## src/hdl/dbrs_pkg.sv

```systemverilog
// Shared types, constants and frame byte table for the doorbell repeat sender.
package dbrs_pkg;

    localparam int TICKS_PER_SECOND = 10000;
    localparam logic [15:0] SECOND_TICKS = 16'(TICKS_PER_SECOND);

    localparam int QUEUE_DEPTH = 4;
    localparam int QUEUE_AW = $clog2(QUEUE_DEPTH);

    localparam logic [1:0] BS_UNKNOWN  = 2'd0;
    localparam logic [1:0] BS_PRESSED  = 2'd1;
    localparam logic [1:0] BS_RELEASED = 2'd2;
    localparam logic [1:0] BS_INVALID  = 2'd3;

    localparam logic [7:0] CH_ONE   = 8'h31;
    localparam logic [7:0] CH_ZERO  = 8'h30;
    localparam logic [7:0] CH_QUERY = 8'h3F;

    localparam logic [3:0] FRAME_LAST = 4'd9;

    typedef enum logic [1:0] {
        CFG_FORCE_SECS         = 2'd0,
        CFG_FORCE_UNKNOWN_SECS = 2'd1,
        CFG_REPEAT_COUNT       = 2'd2,
        CFG_SPACING_TICKS      = 2'd3
    } t_cfg_idx;

    typedef struct packed {
        logic [15:0] now_ticks;
        logic [1:0]  btn_state;
    } t_poll;

    typedef struct packed {
        logic [7:0] tx_byte;
        logic       frame_end;
    } t_result;

    // the two variable bytes of one frame
    typedef struct packed {
        logic [7:0] state_char;
        logic [7:0] seq_char;
    } t_frame_desc;

    typedef struct packed {
        logic       we;
        t_cfg_idx   idx;
        logic [15:0] data;
    } t_cfg_wr;

    // byte at position idx of "$DBL,<s>,<q>\r\n"
    function automatic logic [7:0] dbrs_frame_byte(input logic [3:0] idx,
                                                   input t_frame_desc d);
        logic [7:0] b;
        case (idx)
            4'd0:    b = 8'h24;
            4'd1:    b = 8'h44;
            4'd2:    b = 8'h42;
            4'd3:    b = 8'h4C;
            4'd4:    b = 8'h2C;
            4'd5:    b = d.state_char;
            4'd6:    b = 8'h2C;
            4'd7:    b = d.seq_char;
            4'd8:    b = 8'h0D;
            default: b = 8'h0A;
        endcase
        return b;
    endfunction

endpackage

```

## src/hdl/dbrs_front.sv

```systemverilog
// Poll front end: configuration registers, silence timer, repeat scheduling.
module dbrs_front
    import dbrs_pkg::*;
(
    input  logic        i_clk,
    input  logic        i_rst_n,
    input  t_cfg_wr     i_cfg,
    input  logic        i_accept,
    input  t_poll       i_poll,
    output logic        o_emit,
    output t_frame_desc o_desc
);

    logic [7:0]  r_force_secs;
    logic [7:0]  r_force_unk_secs;
    logic [3:0]  r_repeat;
    logic [15:0] r_spacing;

    logic [1:0]  r_last_state, n_last_state;
    logic [4:0]  r_pending,    n_pending;
    logic        r_forced,     n_forced;
    logic        r_seen,       n_seen;
    logic [15:0] r_last_send,  n_last_send;
    logic [7:0]  r_silent,     n_silent;
    logic [15:0] r_sec_mark,   n_sec_mark;

    always_comb begin
        logic [1:0]  bs;
        logic [7:0]  silent_inc;
        logic [4:0]  rep5;
        logic        is_on;
        logic        is_off;
        logic [7:0]  seq;

        n_last_state = r_last_state;
        n_pending    = r_pending;
        n_forced     = r_forced;
        n_seen       = r_seen;
        n_last_send  = r_last_send;
        n_silent     = r_silent;
        n_sec_mark   = r_sec_mark;
        o_emit       = 1'b0;
        o_desc       = '0;
        rep5         = {1'b0, r_repeat};
        bs           = (i_poll.btn_state == BS_INVALID) ? BS_UNKNOWN
                                                        : i_poll.btn_state;
        silent_inc   = r_silent + 8'd1;
        is_on        = 1'b0;
        is_off       = 1'b0;
        seq          = '0;

        if (i_accept) begin
            // one-second tick of the silence counter
            if (r_seen && ((i_poll.now_ticks - r_sec_mark) > SECOND_TICKS)) begin
                n_silent   = silent_inc;
                n_sec_mark = r_sec_mark + SECOND_TICKS;
                if (((bs == BS_UNKNOWN) && (silent_inc > r_force_unk_secs)) ||
                    (silent_inc > r_force_secs)) begin
                    n_pending = rep5;
                    n_forced  = 1'b1;
                    n_silent  = '0;
                end
            end

            if ((bs != BS_UNKNOWN) && (bs != r_last_state)) begin
                n_seen       = 1'b1;
                n_last_state = bs;
                if (bs == BS_PRESSED) begin
                    n_pending   = {r_repeat, 1'b0};
                    n_last_send = i_poll.now_ticks - r_spacing;
                    n_forced    = 1'b0;
                end else if (n_pending < rep5) begin
                    n_pending = rep5;
                    n_forced  = 1'b0;
                end
            end

            if ((n_pending != '0) && ((i_poll.now_ticks - n_last_send) >= r_spacing)) begin
                n_last_send = i_poll.now_ticks;
                is_on  = n_pending > rep5;
                is_off = (n_last_state == BS_RELEASED) || n_forced;
                if (is_on || is_off) begin
                    seq = (is_on ? {3'b000, r_repeat, 1'b0} : {4'b0000, r_repeat})
                          - {3'b000, n_pending};
                    o_desc.seq_char = CH_ZERO + seq;
                    if (is_on) begin
                        o_desc.state_char = CH_ONE;
                    end else if (n_forced && (bs == BS_UNKNOWN)) begin
                        o_desc.state_char = CH_QUERY;
                    end else begin
                        o_desc.state_char = CH_ZERO;
                    end
                    o_emit    = 1'b1;
                    n_pending = n_pending - 5'd1;
                    n_silent  = '0;
                end
            end
        end
    end

    always_ff @(posedge i_clk) begin
        if (!i_rst_n) begin
            r_force_secs     <= 8'd120;
            r_force_unk_secs <= 8'd10;
            r_repeat         <= 4'd5;
            r_spacing        <= 16'd500;
            r_last_state     <= BS_UNKNOWN;
            r_pending        <= '0;
            r_forced         <= 1'b0;
            r_seen           <= 1'b0;
            r_last_send      <= '0;
            r_silent         <= 8'd120;
            r_sec_mark       <= '0;
        end else begin
            if (i_cfg.we) begin
                unique case (i_cfg.idx)
                    CFG_FORCE_SECS:         r_force_secs     <= i_cfg.data[7:0];
                    CFG_FORCE_UNKNOWN_SECS: r_force_unk_secs <= i_cfg.data[7:0];
                    CFG_REPEAT_COUNT:       r_repeat         <= i_cfg.data[3:0];
                    CFG_SPACING_TICKS:      r_spacing        <= i_cfg.data;
                endcase
            end
            r_last_state <= n_last_state;
            r_pending    <= n_pending;
            r_forced     <= n_forced;
            r_seen       <= n_seen;
            r_last_send  <= n_last_send;
            r_silent     <= n_silent;
            r_sec_mark   <= n_sec_mark;
        end
    end

endmodule

```

## src/hdl/dbrs_fifo.sv

```systemverilog
// Short frame descriptor queue between the front end and the serializer.
module dbrs_fifo
    import dbrs_pkg::*;
(
    input  logic        i_clk,
    input  logic        i_rst_n,
    input  logic        i_wr,
    input  t_frame_desc i_wr_data,
    output logic        o_full,
    input  logic        i_rd,
    output t_frame_desc o_rd_data,
    output logic        o_empty
);

    t_frame_desc             r_slot [QUEUE_DEPTH];
    logic [QUEUE_AW-1:0]     r_wr_ptr;
    logic [QUEUE_AW-1:0]     r_rd_ptr;
    logic [QUEUE_AW:0]       r_count;

    assign o_full    = (r_count == (QUEUE_AW+1)'(QUEUE_DEPTH));
    assign o_empty   = (r_count == '0);
    assign o_rd_data = r_slot[r_rd_ptr];

    always_ff @(posedge i_clk) begin
        if (i_wr) begin
            r_slot[r_wr_ptr] <= i_wr_data;
        end
    end

    always_ff @(posedge i_clk) begin
        if (!i_rst_n) begin
            r_wr_ptr <= '0;
            r_rd_ptr <= '0;
            r_count  <= '0;
        end else begin
            if (i_wr) begin
                r_wr_ptr <= r_wr_ptr + (QUEUE_AW)'(1);
            end
            if (i_rd) begin
                r_rd_ptr <= r_rd_ptr + (QUEUE_AW)'(1);
            end
            unique case ({i_wr, i_rd})
                2'b10:   r_count <= r_count + (QUEUE_AW+1)'(1);
                2'b01:   r_count <= r_count - (QUEUE_AW+1)'(1);
                default: r_count <= r_count;
            endcase
        end
    end

endmodule

```

## src/hdl/dbrs_serializer.sv

```systemverilog
// Frame serializer: expands one descriptor into ten bytes behind an output register.
module dbrs_serializer
    import dbrs_pkg::*;
(
    input  logic        i_clk,
    input  logic        i_rst_n,
    input  logic        i_q_empty,
    input  t_frame_desc i_q_data,
    output logic        o_q_pop,
    output logic        o_empty,
    input  logic        i_pop,
    output t_result     o_result
);

    logic        r_busy;
    logic [3:0]  r_idx;
    t_frame_desc r_desc;
    logic        r_out_vld;
    t_result     r_out;

    logic take;
    logic last;
    logic load;

    // advance one byte whenever the output register is free or draining
    assign take    = r_busy && (!r_out_vld || i_pop);
    assign last    = take && (r_idx == FRAME_LAST);
    assign load    = !i_q_empty && (!r_busy || last);
    assign o_q_pop = load;

    assign o_empty  = !r_out_vld;
    assign o_result = r_out;

    always_ff @(posedge i_clk) begin
        if (load) begin
            r_desc <= i_q_data;
        end
        if (take) begin
            r_out.tx_byte   <= dbrs_frame_byte(r_idx, r_desc);
            r_out.frame_end <= (r_idx == FRAME_LAST);
        end
    end

    always_ff @(posedge i_clk) begin
        if (!i_rst_n) begin
            r_busy    <= 1'b0;
            r_idx     <= '0;
            r_out_vld <= 1'b0;
        end else begin
            if (take) begin
                r_out_vld <= 1'b1;
            end else if (i_pop) begin
                r_out_vld <= 1'b0;
            end
            if (load) begin
                r_busy <= 1'b1;
                r_idx  <= '0;
            end else if (last) begin
                r_busy <= 1'b0;
            end else if (take) begin
                r_idx <= r_idx + 4'd1;
            end
        end
    end

endmodule

```

## src/hdl/doorbell_event_repeat_sender.sv

```systemverilog
// A poll that sends a frame passes the descriptor queue, the serializer's descriptor
// register and the output register before its first byte shows. One poll per cycle is
// taken while the queue has room; bytes leave one per cycle while they are popped.
// full rises when the four-entry descriptor queue is full.
// Reset (synchronous, active low) restores register defaults and empties the queue.
module doorbell_event_repeat_sender
    import dbrs_pkg::*;
(
    input  logic        i_clk,
    input  logic        i_rst_n,
    input  logic        i_cfg_we,
    input  t_cfg_idx    i_cfg_idx,
    input  logic [15:0] i_cfg_data,
    input  logic        push,
    output logic        full,
    input  t_poll       i_poll,
    output logic        empty,
    input  logic        pop,
    output t_result     o_result
);

    t_cfg_wr     cfg;
    logic        accept;
    logic        emit;
    t_frame_desc desc;
    logic        q_empty;
    logic        q_pop;
    t_frame_desc q_data;

    assign cfg    = '{we: i_cfg_we, idx: i_cfg_idx, data: i_cfg_data};
    assign accept = push && !full;

    dbrs_front u_front (
        .i_clk    (i_clk),
        .i_rst_n  (i_rst_n),
        .i_cfg    (cfg),
        .i_accept (accept),
        .i_poll   (i_poll),
        .o_emit   (emit),
        .o_desc   (desc)
    );

    dbrs_fifo u_fifo (
        .i_clk     (i_clk),
        .i_rst_n   (i_rst_n),
        .i_wr      (emit),
        .i_wr_data (desc),
        .o_full    (full),
        .i_rd      (q_pop),
        .o_rd_data (q_data),
        .o_empty   (q_empty)
    );

    dbrs_serializer u_ser (
        .i_clk     (i_clk),
        .i_rst_n   (i_rst_n),
        .i_q_empty (q_empty),
        .i_q_data  (q_data),
        .o_q_pop   (q_pop),
        .o_empty   (empty),
        .i_pop     (pop),
        .o_result  (o_result)
    );

endmodule
```

## config.mk

```make
export PLATFORM = sky130hd
export DESIGN_NAME = doorbell_event_repeat_sender
export DESIGN_NICKNAME = d
export VERILOG_FILES = /design/src/hdl/dbrs_pkg.sv /design/src/hdl/dbrs_front.sv /design/src/hdl/dbrs_fifo.sv /design/src/hdl/dbrs_serializer.sv /design/src/hdl/doorbell_event_repeat_sender.sv
export SDC_FILE = /design/constraint.sdc
export NUM_CORES = 1
export LEC_CHECK = 0
export ABC_AREA = 1
export BUFFER_PORTS_ARGS = -buffer_cell sky130_fd_sc_hd__buf_2
export CORE_MARGIN = 5
export CORE_UTILIZATION = 45
export DETAILED_ROUTE_END_ITERATION = 8
export GPL_TIMING_DRIVEN = 0
export PLACE_DENSITY_LB_ADDON = 0.25
export REMOVE_ABC_BUFFERS = 1
export SYNTH_ARGS = -nofsm -noshare
export SYNTH_HDL_FRONTEND = slang
export SYNTH_SLANG_ARGS = --single-unit
```

## constraint.sdc

```tcl
create_clock -name i_clk -period 12.1 [get_ports i_clk]
set_clock_uncertainty 0.05 [all_clocks]
set_input_delay 2.42 -clock i_clk [delete_from_list [all_inputs] [get_ports i_clk]]
set_output_delay 2.42 -clock i_clk [all_outputs]
set_load 0.05 [all_outputs]
```

* Word level (Yosys, flattened, before mapping)
Memory sizes are Yosys's and may differ from the RTL's. A register that Yosys moved wholly into a read port is not among the register bits.
Index checks and enable logic that the tools add are counted.
** Word-level totals
- Register bits :: 107
- Latch bits :: 0
- Memory bits (writable) :: 64
- Memory bits (read-only) :: 0
- Bits of input ports :: 41
- Output and inout port bits :: 11
- Memories kept :: 1
** Operators by class
- $add $sub $neg :: 13
- Multipliers :: 0
- Divide/modulo/power cells :: 0
- Magnitude comparators :: 6
- Equality and inequality tests :: 19
- Shifts and indexed selects :: 0
- Multiplexer cells :: 43
- Bitwise logic cells :: 2
- Reduce and logical (&&, ||, !) cells :: 36
** Memories
- u_fifo.r_slot :: words 4, bits a word 16, rd ports 1, clocked after Yosys merged registers in 1, write ports 1, line dbrs_fifo.sv:15 : t_frame_desc r_slot [QUEUE_DEPTH];
** Operators with widths (count)
- $mux 16 :: 7
- $pmux 8 s8 :: 1
- $mux 5 :: 10
- $sub 16x16->16 :: 3
- $mux 8 :: 5
- $add 16x14->16 const B :: 1
- $eq 4x3->1 const B :: 4
- $ge 16x16->1 :: 1
- $gt 16x14->1 const B :: 1
- $gt 8x8->1 :: 2
- $mux 1 :: 15
- $reduce_and 2->1 :: 7
- $eq 2x2->1 const B :: 5
- $logic_and 1x1->1 :: 9
- $add 6x8->8 const A :: 1
- $add 8x1->8 const B :: 1
- $eq 4x2->1 const B :: 2
- $eq 4x4->1 const B :: 2
- $reduce_bool 2->1 :: 4
- $sub 8x5->8 :: 1
- $eq 2x1->1 const B :: 3
- $mux 2 :: 3
- $pmux 3 s2 :: 1
- $gt 5x4->1 :: 1
- 18 further kinds :: 29

* Longest topological paths before layout
Gate-level depths: netlist of run 1.
- Depth in word-level cells :: 20
- Depth in mapped cells :: 48
- Gate-level depth less buffers :: 47

* By module
From an unflattened synthesis of run 1, not the netlist that was laid out.
** Unflattened totals
- Cell total of the unflattened synthesis :: 1416
- Area total of the unflattened synthesis :: 11536.1 um^2
** By module, submodules not included
- dbrs_front :: instances 1, cells an instance 1073, area an instance 7367.1 um^2
- dbrs_fifo :: instances 1, cells an instance 211, area an instance 2795.2 um^2
- dbrs_serializer :: instances 1, cells an instance 130, area an instance 1363.8 um^2
- doorbell_event_repeat_sender :: instances 1, cells an instance 2, area an instance 10.0 um^2

* Worst setup path after synthesis of run 1
OpenSTA, ideal clock, no wires.
- Path type :: input to register
- Start :: in i_poll[0] (netlist name)
- End :: reg u_fifo.r_count[1]
- Setup time :: 0.070 ns
- Arrival :: 8.312 ns
- Setup slack :: 3.668 ns
- Stages on the path :: 38
- Cells stage by stage :: inv_1 > ha_1 > or2_2 > nand4_1 > nand2_1 > nor2_1 > clkbuf_1 > mux2i_1 > inv_1 > fa_1 > o21ai_0 > a21o_1 > a21oi_1 > o21ai_0 > a21oi_1 > o21bai_1 > nand2_1 > inv_1 > (+2 left out) > nand2_1 > inv_1 > o21ai_0 > nand2_1 > xor2_1 > ha_1 > nand2_1 > nor2_1 > nand2_1 > o41ai_1 > nand3_4 > inv_4 > nand2_4 > buf_12 > ha_1 > inv_1 > fa_1 > a21oi_1
** On the way
- Longest elaborated chain between the ends :: 20
** RTL lines
- from (decl) :: line doorbell_event_repeat_sender.sv:16 : input t_poll i_poll,
- $eq 2x2->1 :: line dbrs_front.sv:45 : bs = (i_poll.btn_state == BS_INVALID) ? BS_UNKNOWN
- $mux 2 (*) :: line dbrs_front.sv:45
- $logic_not 2->1 :: line dbrs_front.sv:57 : if (((bs == BS_UNKNOWN) && (silent_inc > r_force_unk_secs)) ||
- $logic_and 1x1->1 :: line dbrs_front.sv:57
- $logic_or 1x1->1 :: line dbrs_front.sv:57
- $mux 5 :: line dbrs_front.sv:57
- $mux 5 :: line dbrs_front.sv:54 : if (r_seen && ((i_poll.now_ticks - r_sec_mark) > SECOND_TICKS)) begin
- $mux 5 :: line dbrs_front.sv:52 : if (i_accept) begin
- (+4 left out)
- $mux 5 / $mux 1 (equally long branches) :: line dbrs_front.sv:52
- $gt 5x4->1 / $logic_or 1x1->1 (equally long branches) :: line dbrs_front.sv:80, dbrs_front.sv:81
- $logic_or 1x1->1 :: line dbrs_front.sv:82 : if (is_on || is_off) begin
- $mux 1 :: line dbrs_front.sv:82
- $mux 1 (*) :: line dbrs_front.sv:78 : if ((n_pending != '0) && ((i_poll.now_ticks - n_last_send) >= r_spacing)) begin
- $mux 1 (*) :: line dbrs_front.sv:52
- $eq 2x1->1 / $eq 2x2->1 (equally long branches) :: line dbrs_fifo.sv:42 : unique case ({i_wr, i_rd})
- $pmux 3 s2 / $reduce_bool 2->1 (equally long branches)
- to (signal assigned) :: line dbrs_fifo.sv:43 : 2'b10: r_count <= r_count + (QUEUE_AW+1)'(1);
- to (signal assigned) :: line dbrs_fifo.sv:44 : 2'b01: r_count <= r_count - (QUEUE_AW+1)'(1);
- to (signal assigned) :: line dbrs_fifo.sv:45 : default: r_count <= r_count;
- to (decl) :: line dbrs_fifo.sv:18 : logic [QUEUE_AW:0] r_count;
Mark *: on every way between the ends. The rest lies on a longest branch, timed or not. The select of a mux whose other input is x is not followed.
A chain may end at the register's enable or synchronous reset.

* Worst setup path in the final report of run 1
- Start :: in i_poll[0] (netlist name)
- End :: reg u_fifo.r_count[2]
Same word-level chain as after synthesis.

==> results of run 1 <==
synthesized netlist by cell type (2+ instances only):
cell,number,area (um^2)
nand3_1,49,245
inv_1,204,766
xnor2_1,7,61.3
nand3b_1,2,15.0
nand4_1,12,75.1
nand2_2,8,50.1
nor2_1,90,338
a211oi_1,8,60.1
a31oi_1,4,25.0
ha_1,104,1300
nor4_1,4,25.0
buf_2,4,20.0
fa_1,5,100
inv_2,4,15.0
edfxtp_1,58,1740
buf_4,2,15.0
xor2_1,27,236
nand2_1,226,848
o22ai_1,12,75.1
nand3_4,4,70.1
o211ai_1,26,195
or2_2,5,31.3
buf_6,2,22.5
o221ai_1,4,35.0
mux2i_1,2,20.0
dfxtp_1,94,1880
nand3_2,3,30.0
nand2_4,4,45.0
o21bai_1,7,52.6
nor3b_1,3,22.5
clkbuf_1,26,97.6
a21o_1,2,15.0
o21ai_0,127,636
nor3_1,22,110
a21oi_1,119,596
nor2_2,11,68.8
o2111ai_1,2,17.5
o21ai_1,2,10.0
metrics by stage:
| step | power (uW) | hold WS [ps] | setup WS [ps] | util (%) |
|---|---|---|---|---|
| final | 2390 | 410 | 2540 | 50.8 |
| after global routing | 2600 | 423 | 1950 | 50.8 |
| after CTS | 2410 | 412 | 2630 | 50.7 |
| after detailed placement | 1900 | 403 | 2320 | 48.2 |
| after global placement | 1870 | 399 | 766 | 47.9 |
| after floorplan | 1620 | 385 | 2820 | - |
layer usage:
| layer | track usage (%) | routed length, um | up-vias |
|---|---|---|---|
| met5 | 0 | 0 | - |
| met4 | 4.97 | 374 | 0 |
| met3 | 2.91 | 952 | 25 |
| met2 | 30.1 | 10700 | 174 |
| met1 | 25.8 | 11600 | 3915 |
| li1 | - | - | 4469 |
registers in the layout, summed over array words and instances, names as in the netlist, 3 cells and up:
signal and flops:
u_front.r_spacing 16, u_front.r_silent 8, u_ser.r_desc 10, u_front.r_force_secs 8
u_front.r_repeat 4, u_front.r_sec_mark 12, u_ser.o_result 8, u_front.r_force_unk_secs 8
u_front.r_last_send 16, u_front.r_pending 5, u_fifo.r_slot 40, u_ser.r_idx 4
u_fifo.r_count 3
path summary, 6_finish.rpt:
path,from,end,slack [ps],depth (start not counted)
worst min register to register,u_front.r_last_send[15]$_SDFFE_PN0P_,u_front.r_last_send[15]$_SDFFE_PN0P_,410,2
worst max-delay path,i_poll[0],u_fifo.r_count[2]$_SDFFE_PN0P_,2540,42
worst min-delay path,u_front.r_last_send[15]$_SDFFE_PN0P_,u_front.r_last_send[15]$_SDFFE_PN0P_,410,2
worst max register to register,u_front.r_last_state[1]$_SDFFE_PN0P_,u_fifo.r_count[2]$_SDFFE_PN0P_,4550,40
logic make-up after synthesis:
| family | count (synthesis) | synth area share (%) |
|---|---|---|
| AND/OR/NAND/NOR | 446 | 19.8 |
| AO/OA/AOI/OAI | 320 | 17.7 |
| other | 1 | 0.0371 |
| multiplexers | 2 | 0.198 |
| flip-flops | 152 | 35.9 |
| XOR/XNOR | 34 | 2.95 |
| adder cells (fa/ha/maj) | 109 | 13.9 |
| buffers and inverters | 245 | 9.56 |
layout make-up:
cell class,count,share of cell area [%]
Multi-Input combinational cell,912,49.5
Clock inverter,9,0.718
Tap cell,280,3.14
Sequential cell,152,32.5
Inverter,209,7.06
Timing Repair Buffer,53,2.87
Clock buffer,23,4.20
worst register-to-register path: cells and delay by family (launching register included):
kind,cells,cell delay (ps)
compound gates,14,2740
xor+xnor,1,70
fa+ha+maj,5,1350
buf+inv,6,760
flops,1,320
simple gates,14,2180
where the power goes:
group          total (uW)  internal [uW]  switching, uW  leakage [uW]
logic                1150            397            756       0.00346
registers             738            682           56.4       0.00132
clock network         498            292            205      0.000259
total                2390           1370           1020       0.00503
==> impl_metrics.tcl, run 1 <==
set metrics [dict create \
    core_um2 22000 \
    cts_setup_buffers 0 \
    h-tree-depth 4 \
    cts_tree "yes" \
    drv_cap 0 \
    final_hold_viol_count 0 \
    crit_required_ps 12410 \
    via_count 8583 \
    clk_pin_slew_worst_paths_ps 60 \
    port_buffers 50 \
    drv_slew 0 \
    rsz0062_at_grt "no" \
    postSynth.asyncResetShare_pct 0 \
    crit_family "compound AO/OA/AOI/OAI gates" \
    dp_cells 1605 \
    multi_input_area_um2 5530 \
    dpl_cell_area_um2 10600 \
    die_area_um2 25500 \
    mostFrequentLayoutCell "nand2_1" \
    ys_ff_latch 152 \
    synth_cell_types 52 \
    drive_above_1_share_pct 9.43 \
    final_cell_mix "nand2_1 (226), inv_1 (203), o21ai_0 (127), a21oi_1 (119), ha_1 (104)" \
    setup_tns_ps 0 \
    ctsRootBufferMaster "clkbuf_16" \
    hold_path.class "reg2reg" \
    syn_area_um2 10100 \
    synth_edf_count 58 \
    drc_errors 0 \
    drt_iter0_drc 621 \
    crit_arrival_ps 9860 \
    status "complete, no violations" \
    syn_area_per_cell_um2 7.72 \
    initial_core_util_pct 46.0 \
    ys_seq_area_share_pct 35.9 \
    crit_type "in2reg" \
    numClockSinks 152 \
    grt_max_degree 54 \
    dr.pass1.iters 5 \
    period_needed_ps 9560 \
    worst_slew_pin_slew_ps 1280 \
    relSlewSlack_pct 14.5 \
    fp.dieH_um 160 \
    fin_cells 1638 \
    via_per_inst 5.24 \
    worstSetupStartpointType "primary input" \
    max_freq_ghz 0.105 \
    grt_pass1_vias 7855 \
    post-route-period-util_pct 79.0 \
    antenna_found_initial 0 \
    final_cell_area_um2 11200 \
    synth_cells 1309 \
    grt_pass1_wl_um 39000 \
    synthFlopType "dfxtp_1" \
    clock_latency_ps 420 \
    drt-total-wl_um 23700 \
    nFillCells 2063 \
    grt_use_total_pct 18.5 \
    cpPeakStageDelay_ps 840 \
    n_antenna_cell 0 \
    ir_drop_uv 103 \
    num_rows 54 \
    wl_per_cell_um 14.4 \
    setup_viol 0 \
    die_x_um 160 \
    cts_buffers 17 \
    critPathMaxFanout 15 \
    gp_congestion 0.893 \
    yosys_warnings 0 \
    ctsResizeCount 0 \
    nets 1495 \
    drt.antenna.violating_nets 0 \
    path_buf_inv 7 \
    num_io_pins 52 \
    syn_to_final_growth_pct 10.4 \
    place_hpwl_um 17600 \
    cellPowerDensity_nw_per_um2 214 \
    p_leak_uw 0.00503 \
    endpoint_kind "flip-flop" \
    slowest_stage "o41ai_1" \
    overflow 0 \
    cts_hold_buf 0 \
    cpMostUsedCell "nand2_1" \
    seq_area_um2 3620 \
    clk_path_buf_depth 2 \
]
Power figures use the tool's default switching activity.
==> inputs of run 2 (changes only) <==
- clock period: 12.1 -> 8.24 ns (I/O delays scaled with it)
==> run 2 against run 1 <==
Register-to-register slack worse by 3500 ps. Critical path depth down 1. Wire length up 0.99%. Die area unchanged. Critical path type unchanged. Largest power group unchanged.
==> impl_metrics.tcl, run 2 (same netlist as run 1, synthesis figures left out) <==
set metrics [dict create \
    status "complete, no violations" \
    grt_use_total_pct 18.5 \
    largest_register "u_fifo.r_slot" \
    place_hpwl_um 17600 \
    die_x_um 160 \
    nFillCells 2043 \
    drt.antenna.violating_nets 0 \
    holdWs_ps 412 \
    grt_max_degree 54 \
    die_area_um2 25500 \
    post-route-period-util_pct 95.4 \
    power_uw 3600 \
    relSlewSlack_pct 12.9 \
    gp_congestion 0.893 \
    endpoint_kind "flip-flop" \
    via_count 8606 \
    max_freq_ghz 0.127 \
    port_buffers 50 \
    drv_cap 0 \
    period_needed_ps 7860 \
    numClockSinks 152 \
    cts_tree "yes" \
    hold_path.class "reg2reg" \
    critPathMaxFanout 25 \
    nets 1503 \
    cpPeakStageDelay_ps 370 \
    wl_per_cell_um 14.5 \
    rsz0062_at_grt "yes" \
    drv_slew 0 \
    syn_to_final_growth_pct 11.9 \
    via_per_inst 5.23 \
    setup_viol 0 \
    worst_slew_pin_slew_ps 1310 \
    p_leak_uw 0.00508 \
    cpMostUsedCell "a21oi_1" \
    fp.dieH_um 160 \
    clk_pin_slew_worst_paths_ps 60 \
    initial_core_util_pct 46.0 \
    mostFrequentLayoutCell "nand2_1" \
    drt-total-wl_um 23900 \
    ir_drop_uv 154 \
    crit_arrival_ps 8120 \
    cellPowerDensity_nw_per_um2 318 \
    final_hold_viol_count 0 \
    num_rows 54 \
    cts_buffers 17 \
    overflow 0 \
    dp_cells 1605 \
    grt_pass1_vias 7857 \
    drive_above_1_share_pct 10.9 \
    worstSetupStartpointType "primary input" \
    drc_errors 0 \
    ctsRootBufferMaster "clkbuf_16" \
    h-tree-depth 4 \
    crit_type "in2reg" \
    fin_cells 1646 \
    final_cell_mix "nand2_1 (226), inv_1 (202), o21ai_0 (120), a21oi_1 (117), ha_1 (104)" \
    crit_required_ps 8500 \
    drt_iter0_drc 483 \
    largest_reg_flops 40 \
    slowest_stage "fa_1" \
    core_um2 22000 \
    reg_top3 "u_fifo.r_slot (40), u_front.r_last_send (16), u_front.r_spacing (16)" \
    clk_path_buf_depth 2 \
    num_io_pins 52 \
    grt_pass1_wl_um 39000 \
    dr.pass1.iters 6 \
    antenna_found_initial 0 \
    n_antenna_cell 0 \
    clock_latency_ps 420 \
]
run 2: cell types whose count changed in the layout (fill, tap and decap cells not counted), sizes merged:
cell,change
buf,+7
clkinvlp,+1
inv,-1
nand2,+1
run 2: worst max-delay path: cells and delay by family:
family,cells,cell delay (ps)
muxes,1,270
buffers and inverters,6,520
AOI/OAI and AO/OA,17,2660
and+or+nand+nor,11,1470
xor gates and xnor gates,1,150
adders and majority gates,5,1360
run 2: area by class of cell:
| class | count | area, um^2 | area share (%) |
|---|---|---|---|
| clock buffers | 23 | 468 | 4.14 |
| clock inverters | 9 | 80.1 | 0.709 |
| inverters | 209 | 793 | 7.02 |
| multi-input cells | 913 | 5610 | 49.6 |
| flip-flops and latches | 152 | 3620 | 32.1 |
| well taps | 280 | 350 | 3.10 |
| repair buffers | 60 | 378 | 3.34 |
run 2: timing repair:
| item | in CTS | in global routing |
|---|---|---|
| setup buffers | 0 | 7 |
| pin swaps | 0 | 4 |
| cloned | 0 | 1 |
| hold buffers | 0 | 0 |
| resized for setup | 3 | 22 |
| endpoints found under the setup margin | 55 | 63 |
run 2: final timing paths:
path | cells past startpoint | slack, ps | end | from
worst max-delay path | 41 | 380 | u_fifo.r_count[2]$_SDFFE_PN0P_ | i_poll[0]
worst min-delay path | 2 | 410 | u_front.r_last_send[10]$_SDFFE_PN0P_ | u_front.r_last_send[10]$_SDFFE_PN0P_
worst max register to register | 43 | 1080 | u_fifo.r_slot[2][5]$_DFFE_PP_ | u_front.r_silent[0]$_SDFFE_PN0P_
worst min register to register | 2 | 410 | u_front.r_last_send[10]$_SDFFE_PN0P_ | u_front.r_last_send[10]$_SDFFE_PN0P_
run 2: routing by layer:
layer	global-route usage (%)	part of all wire (%)
met1	25.8	50
met2	30.1	45
met3	2.91	3.4
met4	4.97	1.6
met5	0	0
run 2: power breakdown:
part | internal (uW) | total, uW | switching, uW
Sequential | 1000 | 1090 | 83.8
Clock | 429 | 733 | 304
Combinational | 622 | 1780 | 1160
run 2: per-stage QoR:
step	area [um^2]	TNS, ps	utilization, %	worst slack [ps]
floorplan	9920	-2390	-	-271
global placement	10500	-212490	47.9	-2320
detailed placement	10600	-42960	48.2	-772
CTS	11100	0	50.7	6.18
global route	11300	-137	51.5	-51.2
finish	11300	0	51.5	378
==> inputs of run 3 (changes only) <==
- clock period: 8.24 -> 6.9 ns (I/O delays scaled with it)
==> run 3 against run 2 <==
Register-to-register slack worse by 890 ps. First-iteration DRC count up 20%. Highest routed layer unchanged. The run now ends with negative setup slack left. Setup slack worse by 390 ps.
==> impl_metrics.tcl, run 3 (same netlist as run 1, synthesis figures left out) <==
set metrics [dict create \
    hp-start "u_front.r_last_send[15]$_SDFFE_PN0P_" \
    min_path_cells 2 \
    syn_to_final_growth_pct 22.3 \
    nets 1556 \
    drt-total-wl_um 25600 \
    wl_per_cell_um 15.0 \
    setup_slack_ps -16.9 \
    antenna_found_initial 0 \
    initial_core_util_pct 46.0 \
    status "finished with violations" \
    ctsRootBufferMaster "clkbuf_16" \
    cpPeakStageDelay_ps 380 \
    overflow 0 \
    dp_cells 1605 \
    via_per_inst 5.24 \
    period_needed_ps 6920 \
    drv_slew 0 \
    cpMostUsedCell "a21oi_2" \
    relSlewSlack_pct 10.6 \
    post-route-period-util_pct 100 \
    die_x_um 160 \
    startpoint "i_poll[0]" \
    drv_cap 0 \
    place_hpwl_um 17600 \
    drt.antenna.violating_nets 0 \
    final_hold_viol_count 0 \
    dr.pass1.iters 4 \
    reg_top3 "u_fifo.r_slot (40), u_front.r_last_send (16), u_front.r_spacing (16)" \
    fin_cells 1699 \
    clk_path_buf_depth 2 \
    slowest_stage "fa_2" \
    via_count 8909 \
    gp_congestion 0.893 \
    num_rows 54 \
    grt_pass1_wl_um 40300 \
    cts_tree "yes" \
    regToRegSetupSlack_ps 190 \
    p_leak_uw 0.00543 \
    max_freq_ghz 0.145 \
    die_area_um2 25500 \
    largest_register "u_fifo.r_slot" \
    endpoint_kind "flip-flop" \
    rr_startpoint "u_front.r_silent[0]$_SDFFE_PN0P_" \
    drive_above_1_share_pct 21.1 \
    fp.dieH_um 160 \
    cellPowerDensity_nw_per_um2 400 \
    final_cell_mix "nand2_1 (214), inv_1 (188), o21ai_0 (108), a21oi_1 (101), dfxtp_1 (92)" \
    numClockSinks 152 \
    rr_endpoint "u_fifo.r_slot[3][5]$_DFFE_PP_" \
    crit_required_ps 7160 \
    rsz0062_at_grt "yes" \
    largest_reg_flops 40 \
    critPathMaxFanout 5 \
    r2r_cells 43 \
    core_um2 22000 \
    hold_path_end "u_front.r_last_send[15]$_SDFFE_PN0P_" \
    worst_slew_pin_slew_ps 1340 \
    num_io_pins 52 \
    drt_iter0_drc 579 \
    drc_errors 0 \
    post-route-util_pct 56.3 \
    clk_pin_slew_worst_paths_ps 60 \
    grt_use_total_pct 19.1 \
    h-tree-depth 4 \
    mostFrequentLayoutCell "nand2_1" \
    cts_buffers 17 \
    setup_viol 1 \
    crit_arrival_ps 7180 \
    hold_path.class "reg2reg" \
    worstSetupStartpointType "primary input" \
    grt_pass1_vias 8185 \
    ir_drop_uv 212 \
    n_antenna_cell 0 \
    crit_type "in2reg" \
    port_buffers 50 \
    cts_hold_buf 0 \
    failed_checks "negative setup slack" \
    grt_max_degree 54 \
    clock_latency_ps 420 \
]
[run 3: cell count changes in the layout (fill, tap and decap cells not counted), sizes merged]
cell	previous run	this run
buf	60	112
bufbuf	0	2
nand2	239	238
[run 3: metrics by stage]
step | hold WS (ps) | setup WS, ps | area [um^2] | total power, uW | TNS, ps
after floorplan | 385 | -1340 | 9920 | 2840 | -100910
after global placement | 399 | -3390 | 10500 | 3290 | -334700
after detailed placement | 403 | -1840 | 10600 | 3330 | -163880
after CTS | 412 | -113 | 11700 | 4520 | -113
after global routing | 426 | -281 | 12400 | 5300 | -1930
final | 412 | -16.9 | 12400 | 4940 | -16.9
[run 3: power by group]
group	total [uW]	internal, uW	leakage (uW)	switching (uW)
combinational	2770	1120	0.00385	1650
sequential	1300	1200	0.00132	105
clock	875	512	0.000259	363
[run 3: metal layers]
metal  vias up  GRT usage, %  wire (um)
met2       190          31.8      12000
li1       4589             -          -
met3        32          3.02       1030
met4         0          5.36        450
met1      4098          25.8      12100
met5         -             0          0
[run 3: worst max-delay path by stage]
stage | to | slack, ps | cells past startpoint
2_1_floorplan | u_fifo.r_count[1]$_SDFFE_PN0P_ | -1340 | 38
3_3_place_gp | u_fifo.r_count[2]$_SDFFE_PN0P_ | -3390 | 42
3_5_place_dp | u_fifo.r_count[2]$_SDFFE_PN0P_ | -1840 | 42
4_1_cts | u_fifo.r_count[2]$_SDFFE_PN0P_ | -110 | 44
5_1_grt | u_fifo.r_count[2]$_SDFFE_PN0P_ | -280 | 41
6_report | u_fifo.r_count[2]$_SDFFE_PN0P_ | -20 | 41
[run 3: timing repair]
item | in CTS | in global routing
pin swaps | 35 | 83
gates resized for setup | 72 | 102
gates cloned | 2 | 0
setup buffers | 29 | 30
endpoints found under the setup margin | 114 | 104
[run 3: layout make-up]
| cell class | count | area [um^2] |
|---|---|---|
| tap | 280 | 350 |
| sequential | 152 | 3630 |
| inverter | 209 | 801 |
| timing repair buffer | 114 | 923 |
| fill | 1907 | 9610 |
| multi-input combinational | 912 | 6100 |
| clock buffer | 23 | 468 |
| clock inverter | 9 | 80.1 |
[run 3: critical path, delay by kind of cell]
kind / cells / cell delay, ps
muxes: 1 / 300
xor gates and xnor gates: 1 / 150
buffers and inverters: 6 / 420
and+or+nand+nor: 11 / 1190
adders and majority gates: 5 / 1230
AOI/OAI and AO/OA: 17 / 2480
